[src/rtl/core/rsi_pkg.sv]
// rsi_pkg: shared types, character codes and digit decode for the radix
// string-to-integer parser. No dependencies.
package rsi_pkg;

  // parse phases, one-hot
  typedef enum logic [4:0] {
    PhSpace  = 5'b00001,
    PhPrefix = 5'b00010,
    PhZero   = 5'b00100,
    PhDigits = 5'b01000,
    PhDone   = 5'b10000
  } phase_e;

  localparam int RadixW   = 6;
  localparam int ValueW   = 64;
  localparam int OffsetW  = 13;
  localparam int CfgIdxW  = 2;
  localparam int CfgDataW = 6;

  // configuration register indexes
  localparam logic [CfgIdxW-1:0] CfgRadix  = 2'd0;
  localparam logic [CfgIdxW-1:0] CfgSigned = 2'd1;

  localparam logic [7:0] ChSpace = 8'h20;
  localparam logic [7:0] ChTab   = 8'h09;
  localparam logic [7:0] ChPlus  = 8'h2b;
  localparam logic [7:0] ChMinus = 8'h2d;
  localparam logic [7:0] ChZero  = 8'h30;
  localparam logic [7:0] ChLowX  = 8'h78;
  localparam logic [7:0] ChUpX   = 8'h58;

  localparam logic [7:0] DigitNone = 8'hff;

  localparam logic [RadixW-1:0] RadixAuto = 6'd0;
  localparam logic [RadixW-1:0] RadixOct  = 6'd8;
  localparam logic [RadixW-1:0] RadixDec  = 6'd10;
  localparam logic [RadixW-1:0] RadixHex  = 6'd16;

  typedef struct packed {
    phase_e              phase;
    logic [ValueW-1:0]   acc;
    logic                minus;
    logic [RadixW-1:0]   act_radix;
    logic                digit_seen;
  } parse_state_t;

  typedef struct packed {
    logic [RadixW-1:0] radix;
    logic              signed_mode;
  } cfg_t;

  localparam parse_state_t StateReset = '{
    phase:      PhSpace,
    acc:        '0,
    minus:      1'b0,
    act_radix:  '0,
    digit_seen: 1'b0
  };

  // digit value of a character, DigitNone when it is no digit at all
  function automatic logic [7:0] digit_of(input logic [7:0] c);
    logic [7:0] d;
    d = DigitNone;
    if (c inside {[8'h30:8'h39]}) begin
      d = c - 8'h30;
    end else if (c inside {[8'h61:8'h7a]}) begin
      d = c - 8'h57;
    end else if (c inside {[8'h41:8'h5a]}) begin
      d = c - 8'h37;
    end
    return d;
  endfunction

endpackage

[src/rtl/core/rsi_in_reg.sv]
// rsi_in_reg: input register of the parser, holds one character request
// until the parse step takes it. No dependencies.
module rsi_in_reg (
  input  logic       clk_i,
  input  logic       rst_ni,
  input  logic       in_valid_i,
  output logic       in_stall_o,
  input  logic [7:0] char_byte_i,
  input  logic       last_i,
  input  logic       take_i,
  output logic       valid_o,
  output logic [7:0] char_o,
  output logic       last_o
);

  logic       valid_q, valid_d;
  logic [7:0] char_q;
  logic       last_q;
  logic       load;

  assign in_stall_o = valid_q & ~take_i;
  assign load       = in_valid_i & ~in_stall_o;

  always_comb begin
    valid_d = valid_q;
    if (load) begin
      valid_d = 1'b1;
    end else if (take_i) begin
      valid_d = 1'b0;
    end
  end

  always_ff @(posedge clk_i or negedge rst_ni) begin
    if (!rst_ni) begin
      valid_q <= 1'b0;
    end else begin
      valid_q <= valid_d;
    end
  end

  always_ff @(posedge clk_i) begin
    if (load) begin
      char_q <= char_byte_i;
      last_q <= last_i;
    end
  end

  assign valid_o = valid_q;
  assign char_o  = char_q;
  assign last_o  = last_q;

endmodule

[src/rtl/core/rsi_step.sv]
// rsi_step: combinational parse of one character against the current parse
// state, including the end-of-string result. Uses rsi_pkg.
module rsi_step #(
  parameter int MaxLen = 4096,
  parameter int PosW   = 13
) (
  input  rsi_pkg::parse_state_t       state_i,
  input  logic [PosW-1:0]             pos_i,
  input  logic [PosW-1:0]             stop_i,
  input  logic [7:0]                  char_i,
  input  logic                        last_i,
  input  rsi_pkg::cfg_t               cfg_i,
  output rsi_pkg::parse_state_t       state_o,
  output logic [PosW-1:0]             pos_o,
  output logic [PosW-1:0]             stop_o,
  output logic [rsi_pkg::ValueW-1:0]  value_o,
  output logic [rsi_pkg::OffsetW-1:0] end_offset_o,
  output logic                        converted_o
);

  localparam int ExtW = (PosW > rsi_pkg::OffsetW) ? PosW : rsi_pkg::OffsetW;

  rsi_pkg::parse_state_t st;
  logic [PosW-1:0]       pos;
  logic [PosW-1:0]       stop;
  logic [PosW-1:0]       pos_adv;
  logic [7:0]            dig;
  logic                  do_prefix;
  logic                  take;
  logic [ExtW-1:0]       stop_ext;
  logic [rsi_pkg::ValueW-1:0] mag;

  // saturating position after consuming this character
  assign pos_adv = (pos_i < PosW'(MaxLen)) ? pos_i + PosW'(1) : pos_i;
  assign dig     = rsi_pkg::digit_of(char_i);

  always_comb begin
    st        = state_i;
    pos       = pos_i;
    stop      = stop_i;
    do_prefix = 1'b0;
    take      = 1'b0;

    case (state_i.phase)
      rsi_pkg::PhSpace: begin
        if (char_i == rsi_pkg::ChSpace || char_i == rsi_pkg::ChTab) begin
          pos = pos_adv;
        end else if (char_i == rsi_pkg::ChPlus || char_i == rsi_pkg::ChMinus) begin
          st.minus = (char_i == rsi_pkg::ChMinus);
          st.phase = rsi_pkg::PhPrefix;
          pos      = pos_adv;
        end else begin
          do_prefix = 1'b1;
        end
      end
      rsi_pkg::PhPrefix: begin
        do_prefix = 1'b1;
      end
      rsi_pkg::PhZero: begin
        if (char_i == rsi_pkg::ChLowX || char_i == rsi_pkg::ChUpX) begin
          st.act_radix = rsi_pkg::RadixHex;
          st.phase     = rsi_pkg::PhDigits;
          pos          = pos_adv;
        end else begin
          if (st.act_radix == rsi_pkg::RadixAuto) begin
            st.act_radix = rsi_pkg::RadixOct;
          end else begin
            // hex radix: the lone zero is itself a digit
            st.acc        = '0;
            st.digit_seen = 1'b1;
            stop          = pos_i;
          end
          st.phase = rsi_pkg::PhDigits;
          take     = 1'b1;
        end
      end
      rsi_pkg::PhDigits: begin
        take = 1'b1;
      end
      rsi_pkg::PhDone: begin
        st = state_i;
      end
      default: begin
        st = state_i;
      end
    endcase

    if (do_prefix) begin
      if (char_i == rsi_pkg::ChZero &&
          (cfg_i.radix == rsi_pkg::RadixAuto || cfg_i.radix == rsi_pkg::RadixHex)) begin
        st.act_radix = cfg_i.radix;
        st.phase     = rsi_pkg::PhZero;
        pos          = pos_adv;
      end else begin
        st.act_radix = (cfg_i.radix == rsi_pkg::RadixAuto) ? rsi_pkg::RadixDec : cfg_i.radix;
        st.phase     = rsi_pkg::PhDigits;
        take         = 1'b1;
      end
    end

    if (take) begin
      if (dig >= {2'b00, st.act_radix}) begin
        st.phase = rsi_pkg::PhDone;
      end else begin
        st.acc        = st.acc * {58'd0, st.act_radix} + {56'd0, dig};
        st.digit_seen = 1'b1;
        pos           = pos_adv;
        stop          = pos_adv;
      end
    end

    // string ends in the zero phase: an implied terminator follows
    if (last_i && st.phase == rsi_pkg::PhZero) begin
      st.phase = rsi_pkg::PhDone;
      if (st.act_radix != rsi_pkg::RadixAuto) begin
        st.acc        = '0;
        st.digit_seen = 1'b1;
        stop          = pos;
      end
    end
  end

  assign mag      = st.digit_seen ? st.acc : '0;
  assign stop_ext = ExtW'(stop);

  assign value_o      = (cfg_i.signed_mode && st.minus) ? ('0 - mag) : mag;
  assign end_offset_o = st.digit_seen ? stop_ext[rsi_pkg::OffsetW-1:0] : '0;
  assign converted_o  = st.digit_seen;

  assign state_o = last_i ? rsi_pkg::StateReset : st;
  assign pos_o   = last_i ? '0 : pos;
  assign stop_o  = last_i ? '0 : stop;

endmodule

[src/rtl/core/radix_string_to_integer.sv]
// radix_string_to_integer: top level of the streaming string-to-integer
// parser. Instantiates rsi_in_reg and rsi_step, uses rsi_pkg.
//
// The block takes one character request per clock cycle and parses the
// string into a 64-bit value, with leading blanks, an optional sign, a radix
// prefix for automatic or hex radix, and letters as digits 10 to 35. Each
// character passes an input register and then one parse step that updates
// the parse state register (one 64 by 6 bit multiply-add); the result for
// a string is loaded into the output register as its last character
// leaves the input register. Characters that end no string keep flowing
// while a result waits to be taken; a last character waits in the input
// register until the output register is free. Configuration writes are always
// accepted and must be made while no string is in flight.
module radix_string_to_integer #(
  parameter int MaxLen = 4096
) (
  input  logic                        clk_i,
  input  logic                        rst_ni,
  input  logic                        in_valid_i,
  output logic                        in_stall_o,
  input  logic [7:0]                  char_byte_i,
  input  logic                        last_i,
  output logic                        out_valid_o,
  input  logic                        out_stall_i,
  output logic [rsi_pkg::ValueW-1:0]  value_o,
  output logic [rsi_pkg::OffsetW-1:0] end_offset_o,
  output logic                        converted_o,
  input  logic                        cfg_valid_i,
  output logic                        cfg_ready_o,
  input  logic [rsi_pkg::CfgIdxW-1:0] cfg_index_i,
  input  logic [rsi_pkg::CfgDataW-1:0] cfg_wdata_i
);

  localparam int PosW = $clog2(MaxLen + 1);

  logic       s1_valid;
  logic [7:0] s1_char;
  logic       s1_last;
  logic       take;

  rsi_pkg::cfg_t         cfg_q, cfg_d;
  rsi_pkg::parse_state_t state_q, state_d;
  logic [PosW-1:0]       pos_q, pos_d;
  logic [PosW-1:0]       stop_q, stop_d;

  logic                        out_valid_q, out_valid_d;
  logic [rsi_pkg::ValueW-1:0]  value_q, value_d;
  logic [rsi_pkg::OffsetW-1:0] end_offset_q, end_offset_d;
  logic                        converted_q, converted_d;

  // a last character needs a free output register
  assign take = s1_valid & (~s1_last | ~out_valid_q | ~out_stall_i);

  rsi_in_reg u_in_reg (
    .clk_i       (clk_i),
    .rst_ni      (rst_ni),
    .in_valid_i  (in_valid_i),
    .in_stall_o  (in_stall_o),
    .char_byte_i (char_byte_i),
    .last_i      (last_i),
    .take_i      (take),
    .valid_o     (s1_valid),
    .char_o      (s1_char),
    .last_o      (s1_last)
  );

  rsi_step #(
    .MaxLen (MaxLen),
    .PosW   (PosW)
  ) u_step (
    .state_i      (state_q),
    .pos_i        (pos_q),
    .stop_i       (stop_q),
    .char_i       (s1_char),
    .last_i       (s1_last),
    .cfg_i        (cfg_q),
    .state_o      (state_d),
    .pos_o        (pos_d),
    .stop_o       (stop_d),
    .value_o      (value_d),
    .end_offset_o (end_offset_d),
    .converted_o  (converted_d)
  );

  assign cfg_ready_o = 1'b1;

  always_comb begin
    cfg_d = cfg_q;
    if (cfg_valid_i) begin
      case (cfg_index_i)
        rsi_pkg::CfgRadix:  cfg_d.radix       = cfg_wdata_i;
        rsi_pkg::CfgSigned: cfg_d.signed_mode = cfg_wdata_i[0];
        default:            cfg_d = cfg_q;
      endcase
    end
  end

  always_comb begin
    out_valid_d = out_valid_q;
    if (take && s1_last) begin
      out_valid_d = 1'b1;
    end else if (!out_stall_i) begin
      out_valid_d = 1'b0;
    end
  end

  always_ff @(posedge clk_i or negedge rst_ni) begin
    if (!rst_ni) begin
      cfg_q       <= '{radix: rsi_pkg::RadixAuto, signed_mode: 1'b1};
      state_q     <= rsi_pkg::StateReset;
      pos_q       <= '0;
      stop_q      <= '0;
      out_valid_q <= 1'b0;
    end else begin
      cfg_q       <= cfg_d;
      out_valid_q <= out_valid_d;
      if (take) begin
        state_q <= state_d;
        pos_q   <= pos_d;
        stop_q  <= stop_d;
      end
    end
  end

  always_ff @(posedge clk_i) begin
    if (take && s1_last) begin
      value_q      <= value_d;
      end_offset_q <= end_offset_d;
      converted_q  <= converted_d;
    end
  end

  assign out_valid_o  = out_valid_q;
  assign value_o      = value_q;
  assign end_offset_o = end_offset_q;
  assign converted_o  = converted_q;

endmodule

[config.mk]
export PLATFORM = sky130hd
export DESIGN_NAME = radix_string_to_integer
export DESIGN_NICKNAME = d
export VERILOG_FILES = /design/src/rtl/core/rsi_pkg.sv /design/src/rtl/core/rsi_in_reg.sv /design/src/rtl/core/rsi_step.sv /design/src/rtl/core/radix_string_to_integer.sv
export SDC_FILE = /design/constraint.sdc
export NUM_CORES = 1
export LEC_CHECK = 0
export BUFFER_PORTS_ARGS = -buffer_cell sky130_fd_sc_hd__buf_2
export CAP_MARGIN = 20
export CORE_MARGIN = 8
export CORE_UTILIZATION = 45
export DETAILED_ROUTE_END_ITERATION = 8
export PLACE_DENSITY_LB_ADDON = 0.2
export SLEW_MARGIN = 20
export SYNTH_ARGS = -nofsm -noshare
export SYNTH_HDL_FRONTEND = slang
export SYNTH_HIERARCHICAL = 1
export SYNTH_SLANG_ARGS = --single-unit
[constraint.sdc]
create_clock -name clk_i -period 10.7 [get_ports clk_i]
set_input_delay 1.07 -clock clk_i [delete_from_list [all_inputs] [get_ports clk_i]]
set_output_delay 1.07 -clock clk_i [all_outputs]
set_load 0.02 [all_outputs]
==> Word level (Yosys, flattened, before mapping) <==
Index checks and enable logic that the tools add are counted.
Widths: inputs -> output; s select.
{ "totals": {"register_bits": 199, "output_inout_bits": 81, "elab_cells": 137} }
{ "op_classes": {"n_addsub": 6, "multipliers": 1, "magnitude_cmp": 8, "eq_ne": 15, "muxes": 63, "n_bitwise": 10, "reduce_logical": 18} }
{ "ops": {"columns": ["operator", "n"], "rows": [
  ["$mux 64", 7],
  ["$mux 13", 17],
  ["$mux 69", 2],
  ["$mux 77", 1],
  ["$add 64x8->64", 1],
  ["$mul 64x6->64", 1],
  ["$sub 1x64->64 const A", 1],
  ["$eq 8x6->1 const B", 4],
  ["$mux 6", 5],
  ["$pmux 13 s2", 1],
  ["$mux 8", 3],
  ["$mux 5", 4],
  ["$mux 1", 18],
  ["$eq 8x7->1 const B", 2],
  ["$ge 8x7->1 const B", 2],
  ["$le 8x7->1 const B", 2],
  ["$sub 8x6->8 const B", 2],
  ["$add 13x1->13 const B", 1],
  ["$lt 13x13->1 const B", 1],
  ["$logic_not 6->1", 2],
  ["$eq 5x3->1 const B", 2],
  ["$pmux 5 s2", 1],
  ["$eq 8x4->1 const B", 1],
  ["$ge 8x6->1", 1],
  ["21 further kinds", 39]
]} }

==> Longest topological paths before layout <==
Gate-level depths: netlist (run 1).
{ "logic_depth": {"ltp_word": 16, "mapped_depth": 37} }

==> Modules after synthesis <==
The synthesis (run 1) kept the hierarchy.
{ "modules_own_cells": {"columns": ["mod", "n_inst", "cells_per_inst", "area_per_inst_um2", "seq_area_each_um2"], "rows": [
  ["rsi_step", 1, 2515, 17834.6, 0.0],
  ["radix_string_to_integer", 1, 689, 8366.8, 5122.4],
  ["rsi_in_reg", 1, 14, 327.8, 295.3]
]} }

==> Worst setup path after synthesis (run 1) <==
OpenSTA, ideal clock, no wires.
{ "synth_timing": {"path_kind": "flip-flop to flip-flop", "startpoint": "register u_in_reg.char_q[0] (netlist: u_in_reg/char_o[0])", "endpoint": "register value_q (netlist bit value_o[56]) (data pin)", "setup_time_ns": 0.273, "arrival_ns": 9.396, "t_required_ns": 10.427, "slack_ns": 1.031, "stages_incl_launch_ff": 37, "n_path_buf": 9, "period_less_slack_ns": 9.669, "cell_sequence": "edfxtp_1 > inv_1 > ha_1 > and4b_1 > and2_1 > or3_1 > clkbuf_1 > clkbuf_1 > clkbuf_1 > clkbuf_1 > clkbuf_1 > clkbuf_1 > buf_1 > buf_1 > nand3_1 > fa_1 > fa_1 > inv_1 > fa_1 > inv_1 > fa_1 > inv_1 > ha_1 > o211a_1 > o31ai_1 > a211oi_1 > or4_1 > a2111oi_0 > a311oi_1 > o41ai_1 > nand2b_4 > o31a_1 > a2111oi_4 > buf_6 > nand2_2 > o311ai_2 > o311ai_1"} }
{ "synth_between": {"elab_chain_len": 15, "elab_cells_between_ends": 67, "cone_classes": "5 x add/sub; 1 x mul; 7 x order compare; 8 x eq/ne; 36 x mux; 10 x reduce/logical"} }
{ "synth_lines": {"columns": ["item", "line_no", "rtl"], "rows": [
  ["start, declared", "rsi_in_reg.sv:17", "logic [7:0] char_q;"],
  ["start signal, assigned", "rsi_in_reg.sv:43", "char_q <= char_byte_i;"],
  ["$eq 8x6->1 (on tied branches)", "rsi_step.sv:48, rsi_step.sv:49", null],
  ["$logic_or 1x1->1", "rsi_step.sv:48", "end else if (char_i == rsi_pkg::ChPlus || char_i == rsi_pkg::ChMinus) begin"],
  ["$mux 1", "rsi_step.sv:48", null],
  ["$mux 1", "rsi_step.sv:46", "if (char_i == rsi_pkg::ChSpace || char_i == rsi_pkg::ChTab) begin"],
  ["$pmux 1 s2", "rsi_step.sv:44", "case (state_i.phase)"],
  ["$mux 6", "rsi_step.sv:88", "if (do_prefix) begin"],
  ["$mul 64x6->64 or $ge 8x6->1 (tied branches)", "rsi_step.sv:105, rsi_step.sv:102", null],
  ["$add 64x8->64 or $mux 5 (tied branches)", "rsi_step.sv:105, rsi_step.sv:102", null],
  ["$mux 64 or $mux 69 (tied branches)", "rsi_step.sv:102, rsi_step.sv:101", null],
  ["$mux 69 or $eq 5x3->1 (tied branches)", "rsi_step.sv:101, rsi_step.sv:113", null],
  ["$mux 64 or $logic_and 1x1->1 (tied branches)", "rsi_step.sv:115, rsi_step.sv:113", null],
  ["$mux 69 or $mux 1 (tied branches)", "rsi_step.sv:113", "if (last_i && st.phase == rsi_pkg::PhZero) begin"],
  ["$mux 64", "rsi_step.sv:123", "assign mag = st.digit_seen ? st.acc : '0;"],
  ["$sub 1x64->64", "rsi_step.sv:126", "assign value_o = (cfg_i.signed_mode && st.minus) ? ('0 - mag) : mag;"],
  ["$mux 64 (*)", "rsi_step.sv:126", null],
  ["net value_d, one bit", "radix_string_to_integer.sv:47", "logic [rsi_pkg::ValueW-1:0] value_q, value_d;"],
  ["end signal, assigned", "radix_string_to_integer.sv:127", "value_q <= value_d;"],
  ["end, declared", "radix_string_to_integer.sv:47", null]
]} }
The timed path passes the listed nets; every way through them passes the cells marked *.
A chain may end at the register's enable or synchronous reset.

==> Worst setup path after layout (run 1) <==
{ "layout_timing": {"startpoint": "register u_in_reg.char_q[1] (netlist: u_in_reg/char_o[1])", "endpoint": "register value_q (netlist bit value_o[63]) (data pin)"} }
Same word-level chain as after synthesis.

==> impl_metrics.env, run 1 <==
export IMPL_vias_per_cell=6.24
export IMPL_start_kind="flip-flop"
export IMPL_min_period_over_period=0.950
export IMPL_grt_pass1_wl_um=140000
export IMPL_ys_seq_area_frac=0.204
export IMPL_drt_iter0_drc=2626
export IMPL_grt_max_degree=109
export IMPL_ant_nets=0
export IMPL_slew_viol_final=0
export IMPL_die_w_um=259
export IMPL_netlist_area_leader_share=0.183
export IMPL_first_pass_iters=6
export IMPL_syn_inst=3218
export IMPL_ys_types=105
export IMPL_seqPwrFrac=0.345
export IMPL_hold_viol=0
export IMPL_worstSetupEndpointType="flip-flop"
export IMPL_dp_hpwl_um=65700
export IMPL_swShare=0.456
export IMPL_synth_edff_count=87
export IMPL_rsz0062_at_grt="no"
export IMPL_post_cts_buffers=0
export IMPL_drive_gt1_frac=0.0992
export IMPL_clock_latency_ns=0.51
export IMPL_core_um2=58700
export IMPL_synth_area_leaders="fa_1, dfrtp_1, edfxtp_1"
export IMPL_busiest_layer="met2"
export IMPL_cts_sinks=199
export IMPL_async_flop_share=0.563
export IMPL_post_route_min_period_ns=10.16
export IMPL_fin_setup_tns_ns=0
export IMPL_placementRows=89
export IMPL_cts_tree="yes"
export IMPL_yosysTopAreaCell="fa_1"
export IMPL_grtUsageTotal=0.261
export IMPL_ys_ff_latch=199
export IMPL_hp_class="flip-flop to flip-flop"
export IMPL_arrival_ns=10.51
export IMPL_wl_per_cell_um=22.5
export IMPL_synth_area_per_cell_um2=8.24
export IMPL_antenna_cells=0
export IMPL_p_switching_uw=1190
export IMPL_p_int_uw=1420
export IMPL_wirelength_um=88900
export IMPL_fin_skew_ns=0.0199
export IMPL_io_buffers=101
export IMPL_status="completed"
export IMPL_path_clk_slew_ns=0.08
export IMPL_hold_buffers=0
export IMPL_synth_most_common_cell="nor2_1"
export IMPL_finalSetupViolCount=0
export IMPL_remaining_drc_errors=0
export IMPL_drv_cap=0
export IMPL_place_congestion=0.933
export IMPL_met1_usage=0.365
export IMPL_max_freq_mhz=98.4
export IMPL_synth_area_um2=26500
export IMPL_slowest_stage="mux2_2"
export IMPL_tightest_slew_ns=0.991
export IMPL_clock_power_share=0.281
export IMPL_powerDensity_nw_per_um2=93.1
export IMPL_p_leak_uw=0.0125
export IMPL_synth_flop_cell="dfrtp_1"
export IMPL_grt_ovfl_total=0
export IMPL_worstSetupPathType="flip-flop to flip-flop"
export IMPL_grt_pass1_vias=24378
export IMPL_setup_slack_ns=0.536
export IMPL_relSlewSlack=0.322
export IMPL_clk_path_buf_depth=2
export IMPL_path_max_fanout=23
export IMPL_cp_slowest_stage_delay_ns=0.61
export IMPL_synth_common_cells="nor2_1, nand2_1, fa_1"
export IMPL_cts_htree_levels=4
export IMPL_power_frac_comb=0.374
export IMPL_clockRootBuffer="clkbuf_16"
export IMPL_die_area_um2=67000
export IMPL_place_ws_ns=0.553
export IMPL_area_delta_synth_final_pct=6.02
export IMPL_die_h_um=259
export IMPL_vias=24645
export IMPL_required_ns=11.04
export IMPL_antenna_found_initial=2
export IMPL_use_met3=0.0364
export IMPL_start_util=0.452
export IMPL_cts_buffers=17
export IMPL_io_pins=103
export IMPL_ir_drop_v=0.000160
export IMPL_final_nets=3571
export IMPL_grtUsageMet2=0.407
export IMPL_yosys_warnings=6
export IMPL_synthesis_nets=3625
[stage by stage]
stage,total power (uW),cell area (um2),hold WS [ns],utilization,std cells
2_1_floorplan,1520,26500,0.486,-,3218
3_3_place_gp,1860,27500,0.498,0.468,3918
3_5_place_dp,1870,27500,0.509,0.468,3918
4_1_cts,2610,28100,0.528,0.479,3950
5_1_grt,2720,28100,0.571,0.479,3950
6_report,2620,28100,0.527,0.479,3950
[sequential cells by signal (all words and copies together) (netlist names), 7 cells and up]
register         cells
value_o             64
pos_q               13
cfg_q                7
state_q             77
end_offset_o        13
u_in_reg/char_o      8
stop_q              13
[what timing repair did]
item	4_1_cts	5_1_grt
setup endpoints to repair	0	3
endpoints found under the hold margin	0	0
gates resized for setup	0	2
[cell type report]
cell class / instances / area [um2]
clock buffer: 18 / 429
clock inverter: 14 / 208
fill: 5687 / 30600
inverter: 142 / 533
multi-input combinational: 2653 / 19700
sequential: 199 / 5430
tap: 773 / 967
timing repair buffer: 151 / 890
[final timing paths]
kind                                    start     endpoint  slack [ns]  cells past startpoint
setup / recovery           u_in_reg/char_o[1]  value_o[63]        0.54                     28
hold / removal                    state_q[30]  state_q[30]        0.53                      2
setup reg to reg           u_in_reg/char_o[1]  value_o[63]        0.54                     28
hold reg to reg                   state_q[30]  state_q[30]        0.53                      2
max in group asynchronous              rst_ni  state_q[30]        8.62                      2
min in group asynchronous              rst_ni   state_q[7]        0.64                      1
[cell families after synthesis]
| logic type | share of synthesized area |
|---|---|
| AND/OR/NAND/NOR | 0.257 |
| AO/OA/AOI/OAI | 0.183 |
| adder cells (fa/ha/maj) | 0.250 |
| buffers and inverters | 0.0569 |
| flip-flops | 0.204 |
| XOR/XNOR | 0.0372 |
| multiplexers | 0.0108 |
| other | 0.000141 |
[worst max-delay path: cells and delay by family (launching register included)]
family	cells	cell delay [ns]
flops	1	0.49
mux	2	0.78
simple gates	6	1.27
fa+ha+maj	6	2.42
compound gates	10	3.96
buf+inv	4	1.06
[routing by layer]
layer | routed length (um) | up-vias | part of all wire
met2 | 40100 | 1070 | 0.45
li1 | - | 11169 | -
met1 | 39100 | 12248 | 0.44
met3 | 6490 | 158 | 0.073
met5 | 0 | - | 0
met4 | 3200 | 0 | 0.036
[cells in the final DEF, fill, tap and decap left out, types with 16 or more instances in the layout]
cell and instances:
nand3_1 111, a21o_1 28, o21a_1 24, a31oi_1 40
inv_1 138, o211ai_2 61, edfxtp_1 87, nand2_1 294
xnor2_1 62, o211ai_1 61, ha_1 143, o21ai_0 119
buf_4 51, nor3_1 37, or3_1 16, nand4_1 137
and3_1 25, nand2b_1 122, nor2_1 581, xor2_1 48
nor2b_1 17, fa_1 242, o31ai_1 18, and2_1 17
buf_2 99, clkbuf_16 17, dfrtp_1 108, a21oi_1 159
[power groups by stage]
stage / sequential [uW] / combinational (uW) / clock [uW]
after floorplan: 915 / 602 / 0
after global placement: 916 / 939 / 0
after detailed placement: 918 / 952 / 0
after CTS: 902 / 959 / 748
after global routing: 909 / 1030 / 775
final: 904 / 978 / 736
Note: power is estimated with default switching activity, not from simulation.
==> inputs of run 2 (changes only) <==
- CORE_UTILIZATION: 45 -> 60
- SKIP_CTS_REPAIR_TIMING: not set -> 1
==> run 2 against run 1 <==
Net effect:
- non-clock buffer count is 4 higher
- design area is 0.78% lower
- final cell count is 4.5% lower
- wire length is 3.6% lower
- clock skew is 0.0033 ns lower
- die area is 24% lower
- via count is 2.3% higher
- hold slack worse by 0.0038 ns
- clock power is 8.3% lower
- largest power group unchanged
==> impl_metrics.env, run 2 (synthesized netlist as in run 1, its figures left out) <==
export IMPL_status="completed"
export IMPL_drv_cap=0
export IMPL_r2r_start="u_in_reg/char_o[1]"
export IMPL_final_nets=3575
export IMPL_remaining_drc_errors=0
export IMPL_drt_iter0_drc=3253
export IMPL_grt_pass1_vias=24793
export IMPL_vias_per_cell=6.68
export IMPL_slew_viol_final=0
export IMPL_grt_pass1_wl_um=136000
export IMPL_path_clk_slew_ns=0.09
export IMPL_drive_gt1_frac=0.100
export IMPL_die_area_um2=51200
export IMPL_first_pass_iters=6
export IMPL_layout_commonest_cell="nor2_1"
export IMPL_area_delta_synth_final_pct=5.20
export IMPL_cts_tree="yes"
export IMPL_grt_ovfl_total=0
export IMPL_ant_nets=0
export IMPL_min_period_over_period=0.943
export IMPL_worstHoldPathCells=2
export IMPL_relSlewSlack=0.282
export IMPL_r2r_end="value_o[63]"
export IMPL_ff2ff_setup_slack_ns=0.61
export IMPL_fin_setup_tns_ns=0
export IMPL_clockRootBuffer="clkbuf_16"
export IMPL_cp_slowest_stage_delay_ns=0.55
export IMPL_rsz0062_at_grt="no"
export IMPL_mostFrequentLayoutCells="nor2_1, nand2_1, fa_1, a21oi_1, ha_1"
export IMPL_fin_skew_ns=0.0166
export IMPL_io_buffers=101
export IMPL_antenna_found_initial=2
export IMPL_grt_max_degree=210
export IMPL_start_util=0.604
export IMPL_cts_buffers=17
export IMPL_io_pins=103
export IMPL_wl_per_cell_um=22.7
export IMPL_finalSetupViolCount=0
export IMPL_reg2regPathDepth=28
export IMPL_post_route_util=0.635
export IMPL_required_ns=11.03
export IMPL_vias=25219
export IMPL_clk_path_buf_depth=2
export IMPL_cts_sinks=199
export IMPL_p_leak_uw=0.0125
export IMPL_tightest_slew_ns=1.08
export IMPL_hold_path_endpoint="state_q[31]"
export IMPL_antenna_cells=0
export IMPL_max_freq_mhz=99.1
export IMPL_hold_start="state_q[31]"
export IMPL_core_um2=43900
export IMPL_setup_slack_ns=0.608
export IMPL_cts_htree_levels=4
export IMPL_die_w_um=226
export IMPL_grtUsageTotal=0.332
export IMPL_ir_drop_v=0.000117
export IMPL_placementRows=77
export IMPL_hp_class="flip-flop to flip-flop"
export IMPL_final_area_um2=27900
export IMPL_start_kind="flip-flop"
export IMPL_worstSetupEndpointType="flip-flop"
export IMPL_clock_latency_ns=0.48
export IMPL_dp_hpwl_um=63200
export IMPL_largest_register="state_q"
export IMPL_path_max_fanout=36
export IMPL_post_route_min_period_ns=10.09
export IMPL_dpl_cell_area_um2=27300
export IMPL_slowest_stage="mux2_2"
export IMPL_arrival_ns=10.42
export IMPL_place_congestion=0.950
export IMPL_die_h_um=226
export IMPL_place_ws_ns=0.624
export IMPL_powerDensity_nw_per_um2=91.7
export IMPL_largest_register_ff_count=77
export IMPL_wirelength_um=85700
export IMPL_hold_viol=0
export IMPL_worstSetupPathType="flip-flop to flip-flop"
## run 2: metrics by stage
step | instances | hold slack (ns) | total power [uW]
3_5_place_dp | 3739 | 0.515 | 1860
3_3_place_gp | 3739 | 0.507 | 1830
5_1_grt | 3773 | 0.541 | 2650
6_report | 3773 | 0.523 | 2560
2_1_floorplan | 3218 | 0.486 | 1520
4_1_cts | 3771 | 0.533 | 2530
## run 2: cell type report
| cell class | count | area [um2] |
|---|---|---|
| clock buffer | 17 | 425 |
| clock inverter | 15 | 180 |
| fill | 3808 | 16000 |
| inverter | 142 | 533 |
| multi-input combinational | 2653 | 19700 |
| sequential | 199 | 5430 |
| tap | 592 | 741 |
| timing repair buffer | 155 | 928 |
## run 2: critical path: cells and delay by family, from the launching register on
kind                       cells  cell delay [ns]
AOI/OAI and AO/OA              9             3.44
adders and majority gates      6             2.38
buffers and inverters          5             1.06
DFF                            1             0.49
muxes                          3             0.95
and+or+nand+nor                5             1.61
## run 2: report_power, final
part	total [uW]	internal (uW)	switching, uW
Combinational	982	224	757
Sequential	902	846	55.6
Clock	675	316	359
## run 2: worst max-delay path by stage
stage / from / end / slack, ns / cells past startpoint
final: u_in_reg/char_o[1] / value_o[63] / 0.61 / 28
after floorplan: u_in_reg/char_o[0] / value_o[56] / 1.03 / 36
after detailed placement: u_in_reg/char_o[1] / state_q[71] / 0.62 / 29
after global placement: u_in_reg/char_o[4] / value_o[63] / 0.89 / 28
after global routing: u_in_reg/char_o[1] / value_o[56] / 0.12 / 29
after CTS: u_in_reg/char_o[1] / state_q[71] / 0.60 / 29
## run 2: layer usage
layer | GRT usage | up-vias | routed length [um]
li1 | - | 11148 | -
met1 | 0.441 | 12264 | 33700
met2 | 0.518 | 1522 | 38800
met3 | 0.0626 | 283 | 8910
met4 | 0.165 | 2 | 4240
met5 | 0 | - | 11
